File: src/hw/rtl/mcth_pkg.sv
// ----------------------------------------------------------------------------
// mcth_pkg
// Shared types, command constants and helpers for the three-wire card host.
// ----------------------------------------------------------------------------
`default_nettype none

package mcth_pkg;

  localparam int ADDR_WIDTH = 10;
  localparam logic [9:0] ADDR_MASK = 10'((1 << ADDR_WIDTH) - 1);

  // Operation codes
  localparam logic [2:0] OP_ANSWER  = 3'd0;
  localparam logic [2:0] OP_READ    = 3'd1;
  localparam logic [2:0] OP_READ_PB = 3'd2;
  localparam logic [2:0] OP_WRITE   = 3'd3;
  localparam logic [2:0] OP_VERIFY  = 3'd4;

  // Status codes
  localparam logic [1:0] ST_OK      = 2'd0;
  localparam logic [1:0] ST_BLOCKED = 2'd1;
  localparam logic [1:0] ST_BAD_PIN = 2'd2;

  // Command bytes
  localparam logic [7:0] CMD_READ     = 8'h0E;
  localparam logic [7:0] CMD_READ_PB  = 8'h0C;
  localparam logic [7:0] CMD_WRITE    = 8'h33;
  localparam logic [7:0] CMD_WR_ERR   = 8'hF2;
  localparam logic [7:0] CMD_CMP      = 8'hCD;
  localparam logic [7:0] CMD_ERASE    = 8'hF3;
  localparam logic [7:0] ERR_ADDR_LO  = 8'hFD;
  localparam logic [7:0] PIN1_ADDR_LO = 8'hFE;
  localparam logic [7:0] PIN2_ADDR_LO = 8'hFF;
  localparam logic [7:0] ERASE_DATA   = 8'h7F;
  localparam logic [7:0] ERR_MASK     = 8'h7E;
  localparam logic [9:0] ERR_ADDR     = 10'd1021;
  localparam logic [7:0] WRITE_CLKS   = 8'd203;
  localparam logic [7:0] VERIFY_CLKS  = 8'd103;

  typedef struct packed {
    logic        card_present;
    logic        data_line_in;
    logic [7:0]  psc_second;
    logic [7:0]  psc_first;
    logic [10:0] byte_count;
    logic [7:0]  write_data;
    logic [9:0]  address;
    logic [2:0]  op;
    logic        kind;
  } item_t;

  typedef struct packed {
    logic       busy_res;
    logic       card_on;
    logic [7:0] tries_left;
    logic [1:0] status;
    logic       done_res;
    logic       rx_valid;
    logic       rx_protect;
    logic [7:0] rx_byte;
    logic       data_out;
    logic       reset_out;
    logic       clock_out;
  } res_t;

  // 24-bit command word, sent LSB first
  function automatic logic [23:0] make_cmd(input logic [9:0] a, input logic [7:0] base,
                                           input logic [7:0] third);
    logic [7:0] b0;
    b0 = {a[9:8], 6'b0} | base;
    return {third, a[7:0], b0};
  endfunction

endpackage

`default_nettype wire

File: src/hw/rtl/memory_card_three_wire_host_top.sv
// ----------------------------------------------------------------------------
// memory_card_three_wire_host_top
// Host sequencer for a three-wire memory card, one result per input item.
// ----------------------------------------------------------------------------
// An accepted item passes the input register, then the result register, to result valid.
// Throughput: 1 item per cycle unless m_tready holds the output; each item is one combinational sequencer step.
// Reset (rst, synchronous): idle, pins clock 0 reset 0 data 1, delay_ticks 1.
// Configuration writes are always accepted (cfg_ready high).
`default_nettype none

module memory_card_three_wire_host_top import mcth_pkg::*; (
  input  wire logic        clk,
  input  wire logic        rst,
  input  wire logic        cfg_valid,
  output logic             cfg_ready,
  input  wire logic [7:0]  cfg_data,     // delay_ticks
  input  wire logic        s_tvalid,
  output logic             s_tready,
  // op, address, write_data, byte_count, psc_first, psc_second, data_line_in,
  // card_present
  input  wire logic [55:0] s_tdata,
  input  wire logic [0:0]  s_tuser,      // kind
  output logic             m_tvalid,
  input  wire logic        m_tready,
  // clock_out, reset_out, data_out, rx_byte, rx_protect, rx_valid, done_res,
  // status, tries_left, card_on, busy_res
  output logic [31:0]      m_tdata
);

  logic [7:0] delay_ticks;
  item_t      in_item;
  item_t      q_item;
  logic       q_valid;
  logic       advance;
  logic       fire;
  res_t       res;

  assign cfg_ready = 1'b1;
  assign in_item   = {s_tdata[49:0], s_tuser[0]};
  assign m_tdata   = {6'd0, res};

  // configuration register
  always_ff @(posedge clk) begin
    if (rst) begin
      delay_ticks <= 8'd1;
    end else if (cfg_valid) begin
      delay_ticks <= cfg_data;
    end
  end

  mcth_in_stage u_in (
    .clk(clk), .rst(rst), .in_valid(s_tvalid), .in_ready(s_tready),
    .in_item(in_item), .advance(advance), .q_valid(q_valid), .q_item(q_item)
  );

  mcth_seq u_seq (
    .clk(clk), .rst(rst), .delay_ticks(delay_ticks), .fire(fire),
    .item(q_item), .res(res)
  );

  mcth_out_stage u_out (
    .clk(clk), .rst(rst), .q_valid(q_valid), .out_ready(m_tready),
    .advance(advance), .fire(fire), .out_valid(m_tvalid)
  );

endmodule

`default_nettype wire

File: src/hw/rtl/mcth_in_stage.sv
// ----------------------------------------------------------------------------
// mcth_in_stage
// Input register: holds one accepted item until the sequencer consumes it.
// ----------------------------------------------------------------------------
`default_nettype none

module mcth_in_stage import mcth_pkg::*; (
  input  wire logic  clk,
  input  wire logic  rst,
  input  wire logic  in_valid,
  output logic       in_ready,
  input  wire item_t in_item,
  input  wire logic  advance,
  output logic       q_valid,
  output item_t      q_item
);

  assign in_ready = !q_valid || advance;

  // control bit
  always_ff @(posedge clk) begin
    if (rst) begin
      q_valid <= 1'b0;
    end else if (in_ready) begin
      q_valid <= in_valid;
    end
  end

  // payload
  always_ff @(posedge clk) begin
    if (in_ready && in_valid) begin
      q_item <= in_item;
    end
  end

endmodule

`default_nettype wire

File: src/hw/rtl/mcth_seq.sv
// ----------------------------------------------------------------------------
// mcth_seq
// Pin sequencer: state registers plus one combinational step per item.
// ----------------------------------------------------------------------------
`default_nettype none

module mcth_seq import mcth_pkg::*; (
  input  wire logic       clk,
  input  wire logic       rst,
  input  wire logic [7:0] delay_ticks,
  input  wire logic       fire,
  input  wire item_t      item,
  output res_t            res
);

  typedef enum logic [4:0] {
    PH_IDLE, PH_SC0, PH_SC1, PH_SC2, PH_SC3, PH_SC4, PH_SCEND,
    PH_SEND0, PH_SEND1, PH_SEND2, PH_SBIT, PH_SEND3, PH_SEND4, PH_SEND5,
    PH_RD1, PH_RBYTE, PH_RBIT, PH_RD2, PH_RD3, PH_PB1, PH_PB2, PH_RDEND,
    PH_ABYTE, PH_ABIT, PH_AT1, PH_AT2, PH_PR1, PH_PR2, PH_PR3, PH_PR4, PH_PRDONE
  } phase_t;

  typedef struct packed {
    phase_t      phase;
    logic [23:0] cmd;
    logic [4:0]  bit_cnt;
    logic [10:0] byte_cnt;
    logic [7:0]  rx_shift;
    logic [7:0]  delay_cnt;
    logic [7:0]  proc_cnt;
    logic [7:0]  saved_err;
    logic        pin_index;
    logic [2:0]  op;
    logic [10:0] byte_count;
    logic [7:0]  psc_first;
    logic [7:0]  psc_second;
    logic [2:0]  stage;
    logic [7:0]  proc_limit;
    logic        pin_clk;
    logic        pin_rst;
    logic        pin_dio;
  } seq_state_t;

  localparam int STEPS = 6;

  seq_state_t cur;
  seq_state_t cur_next;
  res_t       res_next;

  // one item: start load or delay counting, then up to STEPS chained phase steps until a pin step or the end
  always_comb begin
    logic       active;
    logic [8:0] cnt;
    logic [8:0] lim;
    logic [9:0] a;
    logic       s;
    cur_next = cur;
    res_next = '0;
    active   = 1'b0;
    s        = item.data_line_in;
    a        = item.address & ADDR_MASK;
    cnt      = {1'b0, cur.delay_cnt} + 9'd1;
    lim      = {1'b0, (delay_ticks == 8'd0) ? 8'd1 : delay_ticks};

    if (item.kind) begin
      if (cur.phase == PH_IDLE && item.op <= OP_VERIFY) begin
        cur_next.op         = item.op;
        cur_next.byte_count = item.byte_count;
        cur_next.psc_first  = item.psc_first;
        cur_next.psc_second = item.psc_second;
        cur_next.stage      = 3'd0;
        cur_next.proc_limit = 8'd0;
        cur_next.pin_index  = 1'b0;
        cur_next.saved_err  = 8'd0;
        cur_next.byte_cnt   = 11'd0;
        case (item.op)
          OP_ANSWER:  cur_next.cmd = 24'd0;
          OP_READ:    cur_next.cmd = make_cmd(a, CMD_READ, 8'd0);
          OP_READ_PB: cur_next.cmd = make_cmd(a, CMD_READ_PB, 8'd0);
          OP_WRITE:   cur_next.cmd = make_cmd(a, CMD_WRITE, item.write_data);
          default: begin
            cur_next.byte_count = 11'd1;
            cur_next.cmd        = make_cmd(ERR_ADDR, CMD_READ, 8'd0);
          end
        endcase
        cur_next.phase = PH_SC0;
        active = 1'b1;
      end
    end else if (cur.phase != PH_IDLE) begin
      cur_next.delay_cnt = cnt[7:0];
      if (cnt >= lim) active = 1'b1;
    end

    for (int i = 0; i < STEPS; i++) begin
      if (active) begin
        case (cur_next.phase)
          PH_SC0: begin
            cur_next.pin_clk = 1'b0; cur_next.pin_rst = 1'b0;
            cur_next.phase = PH_SC1; cur_next.delay_cnt = 8'd0; active = 1'b0;
          end
          PH_SC1: begin
            cur_next.pin_rst = 1'b1;
            cur_next.phase = PH_SC2; cur_next.delay_cnt = 8'd0; active = 1'b0;
          end
          PH_SC2: begin
            cur_next.pin_clk = 1'b1;
            cur_next.phase = PH_SC3; cur_next.delay_cnt = 8'd0; active = 1'b0;
          end
          PH_SC3: begin
            cur_next.pin_clk = 1'b0;
            cur_next.phase = PH_SC4; cur_next.delay_cnt = 8'd0; active = 1'b0;
          end
          PH_SC4: begin
            cur_next.pin_rst = 1'b0; cur_next.pin_dio = 1'b1;
            cur_next.phase = PH_SCEND; cur_next.delay_cnt = 8'd0; active = 1'b0;
          end
          PH_SCEND: begin
            cur_next.byte_cnt = 11'd0;
            cur_next.phase = (cur_next.op == OP_ANSWER) ? PH_ABYTE : PH_SEND0;
          end
          PH_SEND0: begin
            cur_next.pin_dio = 1'b1;
            cur_next.phase = PH_SEND1; cur_next.delay_cnt = 8'd0; active = 1'b0;
          end
          PH_SEND1: begin
            cur_next.pin_rst = 1'b1;
            cur_next.phase = PH_SEND2; cur_next.delay_cnt = 8'd0; active = 1'b0;
          end
          PH_SEND2: begin
            cur_next.pin_clk = 1'b0; cur_next.bit_cnt = 5'd0;
            cur_next.phase = PH_SBIT;
          end
          PH_SBIT: begin
            cur_next.pin_dio = cur_next.cmd[cur_next.bit_cnt];
            cur_next.phase = PH_SEND3; cur_next.delay_cnt = 8'd0; active = 1'b0;
          end
          PH_SEND3: begin
            cur_next.pin_clk = 1'b1;
            cur_next.phase = PH_SEND4; cur_next.delay_cnt = 8'd0; active = 1'b0;
          end
          PH_SEND4: begin
            cur_next.pin_clk = 1'b0;
            cur_next.bit_cnt = cur_next.bit_cnt + 5'd1;
            if (cur_next.bit_cnt < 5'd24) begin
              cur_next.phase = PH_SBIT;
            end else begin
              cur_next.phase = PH_SEND5; cur_next.delay_cnt = 8'd0; active = 1'b0;
            end
          end
          PH_SEND5: begin
            cur_next.pin_rst = 1'b0;
            if (cur_next.op == OP_WRITE || (cur_next.op == OP_VERIFY &&
                cur_next.stage >= 3'd1 && cur_next.stage <= 3'd3)) begin
              cur_next.proc_limit = (cur_next.op == OP_WRITE) ? WRITE_CLKS : VERIFY_CLKS;
              cur_next.phase = PH_PR1;
            end else begin
              cur_next.phase = PH_RD1;
            end
            cur_next.delay_cnt = 8'd0; active = 1'b0;
          end
          PH_RD1: begin
            cur_next.pin_clk = 1'b1; cur_next.byte_cnt = 11'd0;
            cur_next.phase = PH_RBYTE;
          end
          PH_RBYTE: begin
            if (cur_next.byte_cnt >= cur_next.byte_count) begin
              cur_next.phase = PH_RDEND; cur_next.delay_cnt = 8'd0; active = 1'b0;
            end else begin
              cur_next.pin_dio = 1'b1; cur_next.bit_cnt = 5'd0;
              cur_next.rx_shift = 8'd0;
              cur_next.phase = PH_RBIT;
            end
          end
          PH_RBIT: begin
            cur_next.rx_shift = cur_next.rx_shift >> 1;
            cur_next.pin_clk = 1'b0;
            cur_next.phase = PH_RD2; cur_next.delay_cnt = 8'd0; active = 1'b0;
          end
          PH_RD2: begin
            cur_next.pin_clk = 1'b1;
            cur_next.phase = PH_RD3; cur_next.delay_cnt = 8'd0; active = 1'b0;
          end
          PH_RD3: begin
            cur_next.rx_shift = {s, cur_next.rx_shift[6:0]};
            cur_next.bit_cnt = cur_next.bit_cnt + 5'd1;
            if (cur_next.bit_cnt < 5'd8) begin
              cur_next.phase = PH_RBIT;
            end else if (cur_next.op == OP_READ_PB) begin
              cur_next.pin_clk = 1'b0;
              cur_next.phase = PH_PB1; cur_next.delay_cnt = 8'd0; active = 1'b0;
            end else begin
              if (cur_next.op != OP_VERIFY) begin
                res_next.rx_valid = 1'b1; res_next.rx_byte = cur_next.rx_shift;
                res_next.rx_protect = 1'b0;
              end
              cur_next.byte_cnt = cur_next.byte_cnt + 11'd1;
              cur_next.phase = PH_RBYTE;
            end
          end
          PH_PB1: begin
            cur_next.pin_clk = 1'b1;
            cur_next.phase = PH_PB2; cur_next.delay_cnt = 8'd0; active = 1'b0;
          end
          PH_PB2: begin
            if (cur_next.op != OP_VERIFY) begin
              res_next.rx_valid = 1'b1; res_next.rx_byte = cur_next.rx_shift;
              res_next.rx_protect = s;
            end
            cur_next.byte_cnt = cur_next.byte_cnt + 11'd1;
            cur_next.phase = PH_RBYTE;
          end
          PH_RDEND: begin
            cur_next.pin_clk = 1'b0;
            if (cur_next.op != OP_VERIFY) begin
              cur_next.phase = PH_IDLE; res_next.done_res = 1'b1;
              res_next.status = ST_OK; active = 1'b0;
            end else if (cur_next.stage == 3'd0) begin
              if (cur_next.rx_shift == 8'd0) begin
                cur_next.phase = PH_IDLE; res_next.done_res = 1'b1;
                res_next.status = ST_BLOCKED; active = 1'b0;
              end else begin
                cur_next.saved_err = {cur_next.rx_shift[6:0], 1'b0} & ERR_MASK;
                cur_next.cmd = {cur_next.saved_err, ERR_ADDR_LO, CMD_WR_ERR};
                cur_next.stage = 3'd1;
                cur_next.phase = PH_SC0;
              end
            end else begin
              cur_next.phase = PH_IDLE; res_next.done_res = 1'b1; active = 1'b0;
              if (cur_next.rx_shift == cur_next.saved_err) begin
                res_next.status = ST_BAD_PIN; res_next.tries_left = cur_next.saved_err;
              end else begin
                res_next.status = ST_OK;
              end
            end
          end
          PH_ABYTE: begin
            if (cur_next.byte_cnt >= 11'd4) begin
              cur_next.phase = PH_IDLE; res_next.done_res = 1'b1;
              res_next.status = ST_OK; active = 1'b0;
            end else begin
              cur_next.rx_shift = 8'd0; cur_next.bit_cnt = 5'd0;
              cur_next.phase = PH_ABIT;
            end
          end
          PH_ABIT: begin
            cur_next.rx_shift = cur_next.rx_shift >> 1;
            cur_next.pin_clk = 1'b1;
            cur_next.phase = PH_AT1; cur_next.delay_cnt = 8'd0; active = 1'b0;
          end
          PH_AT1: begin
            cur_next.rx_shift = {s, cur_next.rx_shift[6:0]};
            cur_next.pin_clk = 1'b0;
            if (cur_next.bit_cnt == 5'd7 && cur_next.op != OP_VERIFY) begin
              res_next.rx_valid = 1'b1; res_next.rx_byte = cur_next.rx_shift;
              res_next.rx_protect = 1'b0;
            end
            cur_next.bit_cnt = cur_next.bit_cnt + 5'd1;
            cur_next.phase = PH_AT2; cur_next.delay_cnt = 8'd0; active = 1'b0;
          end
          PH_AT2: begin
            if (cur_next.bit_cnt < 5'd8) begin
              cur_next.phase = PH_ABIT;
            end else begin
              cur_next.byte_cnt = cur_next.byte_cnt + 11'd1;
              cur_next.phase = PH_ABYTE;
            end
          end
          PH_PR1: begin
            cur_next.pin_clk = 1'b0; cur_next.pin_dio = 1'b1; cur_next.proc_cnt = 8'd0;
            cur_next.phase = PH_PR2; cur_next.delay_cnt = 8'd0; active = 1'b0;
          end
          PH_PR2: begin
            if (cur_next.proc_cnt >= cur_next.proc_limit) begin
              cur_next.phase = PH_PRDONE;
            end else begin
              cur_next.pin_clk = 1'b1;
              cur_next.phase = PH_PR3; cur_next.delay_cnt = 8'd0; active = 1'b0;
            end
          end
          PH_PR3: begin
            cur_next.pin_clk = 1'b0;
            cur_next.phase = PH_PR4; cur_next.delay_cnt = 8'd0; active = 1'b0;
          end
          PH_PR4: begin
            // card pulls the line low when it is done early
            if (!s) begin
              cur_next.phase = PH_PRDONE;
            end else begin
              cur_next.proc_cnt = cur_next.proc_cnt + 8'd1;
              cur_next.phase = PH_PR2;
            end
          end
          PH_PRDONE: begin
            if (cur_next.op != OP_VERIFY) begin
              cur_next.phase = PH_IDLE; res_next.done_res = 1'b1;
              res_next.status = ST_OK; active = 1'b0;
            end else begin
              if (cur_next.stage == 3'd1) begin
                cur_next.stage = 3'd2; cur_next.pin_index = 1'b0;
                cur_next.cmd = {cur_next.psc_first, PIN1_ADDR_LO, CMD_CMP};
              end else if (cur_next.stage == 3'd2 && !cur_next.pin_index) begin
                cur_next.pin_index = 1'b1;
                cur_next.cmd = {cur_next.psc_second, PIN2_ADDR_LO, CMD_CMP};
              end else if (cur_next.stage == 3'd2) begin
                cur_next.stage = 3'd3;
                cur_next.cmd = {ERASE_DATA, ERR_ADDR_LO, CMD_ERASE};
              end else begin
                cur_next.stage = 3'd4;
                cur_next.byte_count = 11'd1;
                cur_next.cmd = make_cmd(ERR_ADDR, CMD_READ, 8'd0);
              end
              cur_next.phase = PH_SC0;
            end
          end
          default: begin
            cur_next.phase = PH_IDLE; active = 1'b0;
          end
        endcase
      end
    end

    res_next.clock_out = cur_next.pin_clk;
    res_next.reset_out = cur_next.pin_rst;
    res_next.data_out  = cur_next.pin_dio;
    res_next.card_on   = item.card_present;
    res_next.busy_res  = (cur_next.phase != PH_IDLE);
  end

  // state and registered result
  always_ff @(posedge clk) begin
    if (rst) begin
      cur         <= '0;
      cur.phase   <= PH_IDLE;
      cur.pin_dio <= 1'b1;
    end else if (fire) begin
      cur <= cur_next;
      res <= res_next;
    end
  end

endmodule

`default_nettype wire

File: src/hw/rtl/mcth_out_stage.sv
// ----------------------------------------------------------------------------
// mcth_out_stage
// Output valid tracking; the result register itself sits in the sequencer.
// ----------------------------------------------------------------------------
`default_nettype none

module mcth_out_stage import mcth_pkg::*; (
  input  wire logic clk,
  input  wire logic rst,
  input  wire logic q_valid,
  input  wire logic out_ready,
  output logic      advance,
  output logic      fire,
  output logic      out_valid
);

  assign advance = !out_valid || out_ready;
  assign fire    = q_valid && advance;

  // a result is pending from the fire until its transfer
  always_ff @(posedge clk) begin
    if (rst) begin
      out_valid <= 1'b0;
    end else if (advance) begin
      out_valid <= q_valid;
    end
  end

endmodule

`default_nettype wire

File: config.mk
export PLATFORM = sky130hd
export DESIGN_NAME = memory_card_three_wire_host_top
export DESIGN_NICKNAME = d
export VERILOG_FILES = /design/src/hw/rtl/mcth_pkg.sv /design/src/hw/rtl/memory_card_three_wire_host_top.sv /design/src/hw/rtl/mcth_in_stage.sv /design/src/hw/rtl/mcth_seq.sv /design/src/hw/rtl/mcth_out_stage.sv
export SDC_FILE = /design/constraint.sdc
export NUM_CORES = 1
export LEC_CHECK = 0
export BUFFER_PORTS_ARGS = -buffer_cell sky130_fd_sc_hd__buf_2
export CAP_MARGIN = 20
export CORE_MARGIN = 1.5
export CORE_UTILIZATION = 50
export DETAILED_ROUTE_END_ITERATION = 8
export PLACE_DENSITY_LB_ADDON = 0.05
export SLEW_MARGIN = 15
export SYNTH_ARGS = -nofsm -noshare
export SYNTH_HDL_FRONTEND = slang
export SYNTH_SLANG_ARGS = --single-unit
File: constraint.sdc
create_clock -name clk -period 8.8 [get_ports clk]
set_clock_uncertainty 0.05 [all_clocks]
set_input_delay 2.64 -clock clk [delete_from_list [all_inputs] [get_ports clk]]
set_output_delay 2.64 -clock clk [all_outputs]
set_load 0.005 [all_outputs]
# Yosys cells after proc, flatten, opt, wreduce, memory -nomap -nowiden
# Cells that the tools add are included.
dict set report totals {
  ff_bits 209
  input_bits 70
  word_cells 1074
}
dict set report classes {
  addsub 19
  n_lt_le_gt_ge 56
  eq_ne 211
  n_mux 612
  bitwise 1
  n_reduce_logical 134
}
# operator count
set ops {}
lappend ops {{$mux W8} 112}
lappend ops {{$pmux W5 S29} 6}
lappend ops {{$mux W24} 36}
lappend ops {{$mux W11} 57}
lappend ops {{$mux W78} 6}
lappend ops {{$eq A5 B5 Y1 const B} 90}
lappend ops {{$mux W10} 30}
lappend ops {{$pmux W24 S2} 6}
lappend ops {{$pmux W11 S4} 6}
lappend ops {{$mux W3} 82}
lappend ops {{$eq A5 B4 Y1 const B} 48}
lappend ops {{$pmux W8 S5} 6}
lappend ops {{$pmux W8 S4} 6}
lappend ops {{$mux W5} 38}
lappend ops {{$pmux W10 S3} 6}
lappend ops {{$eq A5 B3 Y1 const B} 30}
lappend ops {{$mux W23} 6}
lappend ops {{$mux W1} 126}
lappend ops {{$mux W21} 6}
lappend ops {{$pmux W5 S4} 6}
lappend ops {{$reduce_or A17 Y1} 6}
lappend ops {{$mux W50} 2}
lappend ops {{$pmux W24 S4} 1}
lappend ops {{$pmux W8 S2} 6}
lappend ops {{45 further kinds} 309}

# Longest topological paths before layout
# Gate-level depths: netlist (run 1).
dict set report logic_depth {
  word_depth 48
  ltp_mapped 43
}

# By module
# Synthesis (run 1) repeated with hierarchy kept, for this count alone.
dict set report hier_totals {
  cells_unflattened 2076
  hier_area_um2 16378.2
}
# mod n_inst cells_each area_per_inst_um2
set by_module_without_submodules {}
lappend by_module_without_submodules {mcth_seq 1 1980 14386.3}
lappend by_module_without_submodules {mcth_in_stage 1 56 1586.5}
lappend by_module_without_submodules {memory_card_three_wire_host_top 1 35 350.3}
lappend by_module_without_submodules {mcth_out_stage 1 5 55.1}

# Least setup slack after synthesis (run 1)
# Ideal clock, no wire load.
dict set report synth_timing {
  path_type {reg-to-reg}
  from {reg u_seq.cur[118] (netlist bit)}
  to {reg u_seq.cur[63] (netlist bit)}
  setup_ns 0.092
  arrival_ns 8.355
  slack_ns 0.302
  stages_incl_launch_ff 43
  path_cell_list {dfxtp_1 buf_2 or4_4 nor3_4 clkbuf_1 clkbuf_1 clkbuf_1 clkbuf_1 clkbuf_1 o22ai_1 inv_1 ha_1 nor3b_1 o21ai_0 o211ai_1 o221a_2 nand4_1 a22oi_1 [7 not listed] nand2_1 ha_1 nor2b_1 o21a_1 o21a_1 o21a_1 o21ai_0 nand2b_1 a21oi_1 nor2b_1 o21ai_0 a211o_1 and4b_1 or3_4 nor4_4 buf_4 o21ai_1 o32ai_1}
}
dict set report synth_between {
  elab_chain_cells 43
  elab_cells_between_ends 620
  classes_between {add/sub: 14; order compare: 41; eq/ne: 185; mux: 308; reduce/logical: 72}
}
# item line_no
set synth_rtl {}
lappend synth_rtl {{start, declared} mcth_seq.sv:46} ;# seq_state_t cur;
lappend synth_rtl {{start signal, assigned} mcth_seq.sv:336} ;# cur <= cur_next;
lappend synth_rtl {{parallel branches: the longest is 42 deep, another holds $ge A11 B3 Y1} -}
lappend synth_rtl {{$mux W78 *} mcth_seq.sv:95} ;# if (active) begin
# Mark *: on every way between the ends.
# A chain may end at the register's enable or synchronous reset.

# Worst setup path in the final report (run 1)
dict set report layout_timing {
  from {reg u_seq.cur[117] (netlist bit)}
  to {reg u_seq.cur[108] (netlist bit)}
}
dict set report layout_between {
  elab_chain_cells 46
  elab_cells_between_ends 596
  classes_between {add/sub: 11; order compare: 37; eq/ne: 168; mux: 310; reduce/logical: 70}
}
# item line_no
set layout_rtl {}
lappend layout_rtl {{parallel branches: the longest is 45 deep, another holds $ge A11 B3 Y1} -}
lappend layout_rtl {{$mux W78 *} mcth_seq.sv:95}
# Marks and branches as above.

==> results.txt, run 1 <==
----------------------------------------------------
[Yosys]
  Total of warnings raised by yosys ... 0
  Synthesized-area fraction occupied by xor and xnor cells ... 0.0121
  Portion of netlist area occupied by mux cells ... 0.0284
  Count of state elements after synthesis ... 209
  Post-synthesis cell area ... 16,000 µm²
  Fraction of the mapped netlist area in simple logic gates ... 0.234
  Dominant combinational cell family by area after synthesis ... compound AO/OA/AOI/OAI gates
  Most used DFF post-synth ... sky130_fd_sc_hd__dfxtp_1
  Proportion of synthesized chip area in sequential cells ... 0.310
  Post-Synthesis Cells ... 2,025
  Mean Syn Cell Area ... 7.89 µm²
  Share of synthesized registers carrying an async set or reset ... 0
  Fraction of the mapped netlist area in adder cells ... 0.0556
  Synth unique cells ... 107
  EDFF count, synth ... 77
  Complex-gate fraction of the synthesized area ... 0.299

[Critical path]
  Worst Setup SP ... u_seq.cur[117]$_SDFFE_PP0P_
  Slack of the worst reg-to-reg path ... 590 ps
  Critical path launch point type ... register
  Worst r2r dst ... u_seq.cur[108]$_SDFFE_PP0P_
  Delay of the slowest cell on the worst path ... 530 ps
  Crit path required time ... 9160 ps
  Worst Setup Path Type ... register to register
  Arr. time, crit path ... 8570 ps
  Critical-path top delay cell ... sky130_fd_sc_hd__nand3_2
  Kind of end point of the critical path ... register
  Reg-to-reg critical path startpoint ... u_seq.cur[117]$_SDFFE_PP0P_
  Depth of the worst register-to-register path ... 35
  Biggest fanout along the worst timing path ... 35

[Finish]
  Fraction of layout cells with a size suffix above 1 ... 0.133
  Layout fillers ... 2,957
  Top library cells by usage in the layout, fill and taps aside ... sky130_fd_sc_hd__nor2_1, sky130_fd_sc_hd__nand2_1, sky130_fd_sc_hd__o21ai_0
  Commonest non-fill, non-tap cell in the layout ... sky130_fd_sc_hd__nor2_1
  Sequential Area ... 4950 µm²
  Post-layout nets ... 2,184
  Multi-input combinational cell area ... 10,100 µm²
  Count of inserted antenna diode cells ... 0
  P&R area growth vs syn ... 10.7%

[Timing]
  Fin crit period ... 8210 ps
  Unrepaired setup endpoints after global routing ... false
  Relative slew slack ... 0.197
  Final setup violation count ... 0
  Count of final max-slew check failures ... 0
  Final Hold Violating Endpoints ... 0
  Hold slack final ... 380 ps
  Fmax achieved ... 122 MHz
  Pin slew with the least headroom to its limit ... 1190 ps
  Final total negative setup slack ... 0 ps
  Fin crit share ... 0.933

[Clock network]
  Clock latency reported for the late side of the worst-skew pair ... 560 ps
  Clk Tree Root Cell ... sky130_fd_sc_hd__clkbuf_16
  TritonCTS Buffers ... 25
  Clock buffer depth ... 3
  Setup fix buffers added after clock tree synthesis ... 0
  Quantity of hold-fixing buffers added after cts ... 0
  Clk slew on worst S/H paths ... 70 ps
  H-tree lvl count ... 1
  CTS tree ... built
  Clock sink count ... 209
  Gates resized, CTS repair ... 0

[Hold path]
  Hold Crit Class ... register to register
  Worst hold endpoint ... u_seq.res[24]$_DFFE_PP_
  Startpoint of the worst hold path ... u_in.q_item[50]$_DFFE_PP_
  Instance count along the most critical hold path ... 0

[Power and ir drop]
  Power, Total ... 0.00280 W
  Highest ir drop seen on vdd ... 0.000153 V
  PwrDens ... 159 nW/µm²
  P_leak ... 6.57 nW

[Floorplan]
  Placement row count ... 65
  Height of the chip ... 182 µm
  Top-level I/O count ... 105
  DIE AREA ... 33,000 µm²
  Horizontal extent of the die ... 182 µm
  Std-Cell Core Area ... 31,500 µm²
  Initial core utilization ... 0.508

[Route]
  Post-route DRC ... 0
  Count of nets left with antenna violations after detail routing ... 0
  Final routed wirelength across all metal layers ... 57.0 mm
  Vias after detailed routing ... 16,100
  Drt first pass iters ... 5
  Iteration-0 DRC count of the detailed router ... 1,713
  Detailed-route wire length per cell ... 23.1 µm
  Via/cell ratio ... 6.55

[Place]
  Post-detail-place hpwl ... 41.5 mm
  Global placement routability congestion ... 0.969
  Port-buffer cells ... 91

[Global route]
  Antenna violations before repair ... 0
  Largest net degree at the start of global routing ... 72
  Total track usage ... 0.340
  Via count of the first global-routing pass ... 15,300
  Gr ovfl total ... 0
  Global-route wire length before repair ... 87.8 mm

[Flow run]
  Maximum capacitance violations ... 0

[Outcome]
  Result of the run ... complete, no violations

----------------------------------------------------
==> how the worst max path moves through the flow <==
stage                                       end  cells after the start
finish              u_seq.cur[108]$_SDFFE_PP0P_                     35
global route         u_seq.cur[63]$_SDFFE_PP0P_                     36
CTS                 u_seq.cur[108]$_SDFFE_PP0P_                     35
detailed placement  u_seq.cur[100]$_SDFFE_PP0P_                     35
global placement    u_seq.cur[108]$_SDFFE_PP0P_                     35
floorplan            u_seq.cur[63]$_SDFFE_PP0P_                     42
==> registers in the layout, summed over array words and instances (netlist names) <==
name             count
u_seq.res           26
u_seq.cur          122
u_in.q_valid         1
u_in.q_item         51
delay_ticks          8
u_out.out_valid      1
==> metrics by stage <==
step	std cells	cell area (µm²)	util	setup slack, ps
3_5_place_dp	2418	16800	0.533	668
2_1_floorplan	2030	16000	-	302
4_1_cts	2463	17700	0.562	634
6_report	2463	17700	0.562	589
5_1_grt	2463	17700	0.562	159
3_3_place_gp	2418	16800	0.533	801
==> critical path: cells and delay by family, from the launching register on <==
kind                       cells  cell delay (ps)
and+or+nand+nor               15             3740
AOI/OAI and AO/OA             15             2990
buffers and inverters          3              530
adders and majority gates      2              400
DFF                            1              320
==> routing by layer <==
layer,global-route usage,wire length (µm)
met5,0,0
met4,0.145,2630
met3,0.0501,5050
met2,0.565,25900
met1,0.442,23400
==> cells by family (layout without fill, tap and decap cells) <==
logic type               Yosys count  after routing
AO/OA/AOI/OAI                    686            686
XOR/XNOR                          22             22
adder cells (fa/ha/maj)           71             71
buffers and inverters            234            265
flip-flops                       209            209
multiplexers                      39             39
other                              2              7
AND/OR/NAND/NOR                  762            762
==> Yosys cell counts, types with 19 or more instances <==
cell	number	area, µm²
sky130_fd_sc_hd__a211oi_1	58	435
sky130_fd_sc_hd__a21o_1	26	195
sky130_fd_sc_hd__a21oi_1	127	636
sky130_fd_sc_hd__a221oi_1	21	184
sky130_fd_sc_hd__a22o_1	45	394
sky130_fd_sc_hd__a22oi_1	24	180
sky130_fd_sc_hd__a31oi_1	23	144
sky130_fd_sc_hd__and2_1	41	257
sky130_fd_sc_hd__and3_1	19	119
sky130_fd_sc_hd__clkbuf_1	125	469
sky130_fd_sc_hd__dfxtp_1	132	2640
sky130_fd_sc_hd__edfxtp_1	77	2310
sky130_fd_sc_hd__ha_1	71	888
sky130_fd_sc_hd__inv_1	62	233
sky130_fd_sc_hd__mux2i_1	33	330
sky130_fd_sc_hd__nand2_1	193	724
sky130_fd_sc_hd__nand2b_1	26	163
sky130_fd_sc_hd__nand3_1	46	230
sky130_fd_sc_hd__nand3b_1	19	143
sky130_fd_sc_hd__nor2_1	241	905
sky130_fd_sc_hd__nor2b_1	21	131
sky130_fd_sc_hd__nor3_1	58	290
sky130_fd_sc_hd__o211ai_1	29	218
sky130_fd_sc_hd__o21ai_0	138	691
sky130_fd_sc_hd__o21ai_1	20	100
sky130_fd_sc_hd__xnor2_1	19	166
==> power breakdown <==
group	total [W]	internal [W]	switching [W]
sequential	0.00108	0.00105	0.0000373
combinational	0.000574	0.000198	0.000376
clock	0.00115	0.000697	0.000449
==> layout make-up <==
type	instances	area share
multi-input cells	1587	0.572
flip-flops and latches	209	0.280
repair buffers	157	0.0546
clock buffers	28	0.0378
well taps	402	0.0284
clock inverters	17	0.0134
inverters	63	0.0134
Power figures use the tool's default switching activity.
==> run 2: changes to the inputs <==
==> constraint.sdc (replaced) <==
create_clock -name clk -period 7.81 [get_ports clk]
set_clock_uncertainty 0.05 [all_clocks]
set_input_delay 2.343 -clock clk [delete_from_list [all_inputs] [get_ports clk]]
set_output_delay 2.343 -clock clk [all_outputs]
set_load 0.005 [all_outputs]
==> results.txt, run 2 (synthesis results as in run 1) <==
----------------------------------------------------
[Flow run]
  Maximum capacitance violations ... 0

[Global route]
  Largest net degree at the start of global routing ... 85
  Global-route wire length before repair ... 89.0 mm
  Antenna violations before repair ... 1
  Via count of the first global-routing pass ... 15,400
  Total track usage ... 0.346
  Gr ovfl total ... 0

[Finish]
  Register bank with the most flops ... u_seq.cur
  P&R area growth vs syn ... 12.3%
  Commonest non-fill, non-tap cell in the layout ... sky130_fd_sc_hd__nor2_1
  Largest register FFs ... 122
  Post-layout nets ... 2,222
  Multi-input combinational cell area ... 10,200 µm²
  Top library cells by usage in the layout, fill and taps aside ... sky130_fd_sc_hd__nor2_1, sky130_fd_sc_hd__nand2_1, sky130_fd_sc_hd__o21ai_0
  Sequential Area ... 4950 µm²
  Registers with the highest flip-flop counts ... u_seq.cur: 122 flops, u_in.q_item: 51 flops, u_seq.res: 26 flops
  Fraction of layout cells with a size suffix above 1 ... 0.150
  Count of inserted antenna diode cells ... 0
  Post-layout utilization of the core ... 0.570
  Layout fillers ... 2,943

[Clock network]
  CTS tree ... built
  Clock latency reported for the late side of the worst-skew pair ... 560 ps
  Clock buffer depth ... 3
  Clock sink count ... 209
  Clk slew on worst S/H paths ... 60 ps
  Clk Tree Root Cell ... sky130_fd_sc_hd__clkbuf_16
  TritonCTS Buffers ... 25
  H-tree lvl count ... 1
  Quantity of hold-fixing buffers added after cts ... 0

[Critical path]
  Arr. time, crit path ... 7880 ps
  Critical-path top delay cell ... sky130_fd_sc_hd__or4_4
  Crit path required time ... 8210 ps
  Critical path launch point type ... register
  Delay of the slowest cell on the worst path ... 620 ps
  Kind of end point of the critical path ... register
  Depth of the worst register-to-register path ... 35
  Biggest fanout along the worst timing path ... 15
  Worst Setup Path Type ... register to register

[Floorplan]
  Std-Cell Core Area ... 31,500 µm²
  Height of the chip ... 182 µm
  DIE AREA ... 33,000 µm²
  Horizontal extent of the die ... 182 µm
  Placement row count ... 65
  Top-level I/O count ... 105
  Initial core utilization ... 0.508

[Place]
  Global placement routability congestion ... 0.994
  Port-buffer cells ... 91
  Post-detail-place hpwl ... 43.3 mm

[Timing]
  Count of final max-slew check failures ... 0
  Unrepaired setup endpoints after global routing ... false
  Pin slew with the least headroom to its limit ... 1180 ps
  Relative slew slack ... 0.206
  Fmax achieved ... 134 MHz
  Final setup violation count ... 0
  Final Hold Violating Endpoints ... 0
  Fin crit period ... 7490 ps
  Final total negative setup slack ... 0 ps
  Fin crit share ... 0.959

[Hold path]
  Hold Crit Class ... register to register
  Instance count along the most critical hold path ... 0

[Route]
  Via/cell ratio ... 6.58
  Iteration-0 DRC count of the detailed router ... 1,681
  Post-route DRC ... 0
  Drt first pass iters ... 7
  Final routed wirelength across all metal layers ... 58.1 mm
  Detailed-route wire length per cell ... 23.2 µm
  Count of nets left with antenna violations after detail routing ... 0
  Vias after detailed routing ... 16,500

[Power and ir drop]
  Highest ir drop seen on vdd ... 0.000192 V
  PwrDens ... 172 nW/µm²
  P_leak ... 6.72 nW

[Outcome]
  Result of the run ... complete, no violations

----------------------------------------------------
==> run 2: worst paths after layout <==
path / startpoint / end / slack (ps)
worst max register to register: u_seq.cur[117]$_SDFFE_PP0P_ / u_seq.cur[116]$_SDFFE_PP0P_ / 320
worst max-delay path: u_seq.cur[117]$_SDFFE_PP0P_ / u_seq.cur[116]$_SDFFE_PP0P_ / 320
worst min-delay path: u_in.q_item[50]$_DFFE_PP_ / u_seq.res[24]$_DFFE_PP_ / 370
worst min register to register: u_in.q_item[50]$_DFFE_PP_ / u_seq.res[24]$_DFFE_PP_ / 370
==> run 2: metal layers <==
layer,vias to the layer above,wire [µm],GRT usage
met2,821,26400,0.569
met5,-,0,0
met1,7833,23900,0.438
met4,0,2940,0.169
met3,169,4820,0.0608
li1,7647,-,-
==> run 2: timing repair <==
action                     4_1_cts  5_1_grt
setup buffers                    0        1
setup endpoints to repair        0       43
resized for setup                0       10
==> run 2: worst max-delay path: cells and delay by family, from the launching register on <==
kind,cells,cell delay [ps]
compound gates,16,3180
flops,1,330
fa+ha+maj,2,450
buf+inv,3,440
simple gates,14,2870
==> run 2: cell type report <==
type | count | area share
clock inverters | 10 | 0.00802
repair buffers | 195 | 0.0699
clock buffers | 36 | 0.0383
flip-flops and latches | 209 | 0.276
well taps | 402 | 0.0280
inverters | 63 | 0.0132
multi-input cells | 1587 | 0.566
==> run 2: through the flow <==
| stage | total power (W) | setup slack (ps) | hold slack, ps | area, µm² | instances |
|---|---|---|---|---|---|
| after floorplan | 0.00167 | 33.0 | 350 | 16000 | 2030 |
| after global placement | 0.00189 | 210 | 351 | 17100 | 2454 |
| after detailed placement | 0.00190 | 107 | 356 | 17100 | 2454 |
| after CTS | 0.00309 | 47.0 | 367 | 17900 | 2500 |
| after global routing | 0.00322 | 32.2 | 373 | 17900 | 2502 |
| final | 0.00309 | 321 | 366 | 17900 | 2502 |
==> run 2: power breakdown <==
part	switching [W]	internal [W]	leakage, nW
Sequential	0.0000380	0.00118	1.80
Combinational	0.000436	0.000241	4.52
Clock	0.000481	0.000714	0.402
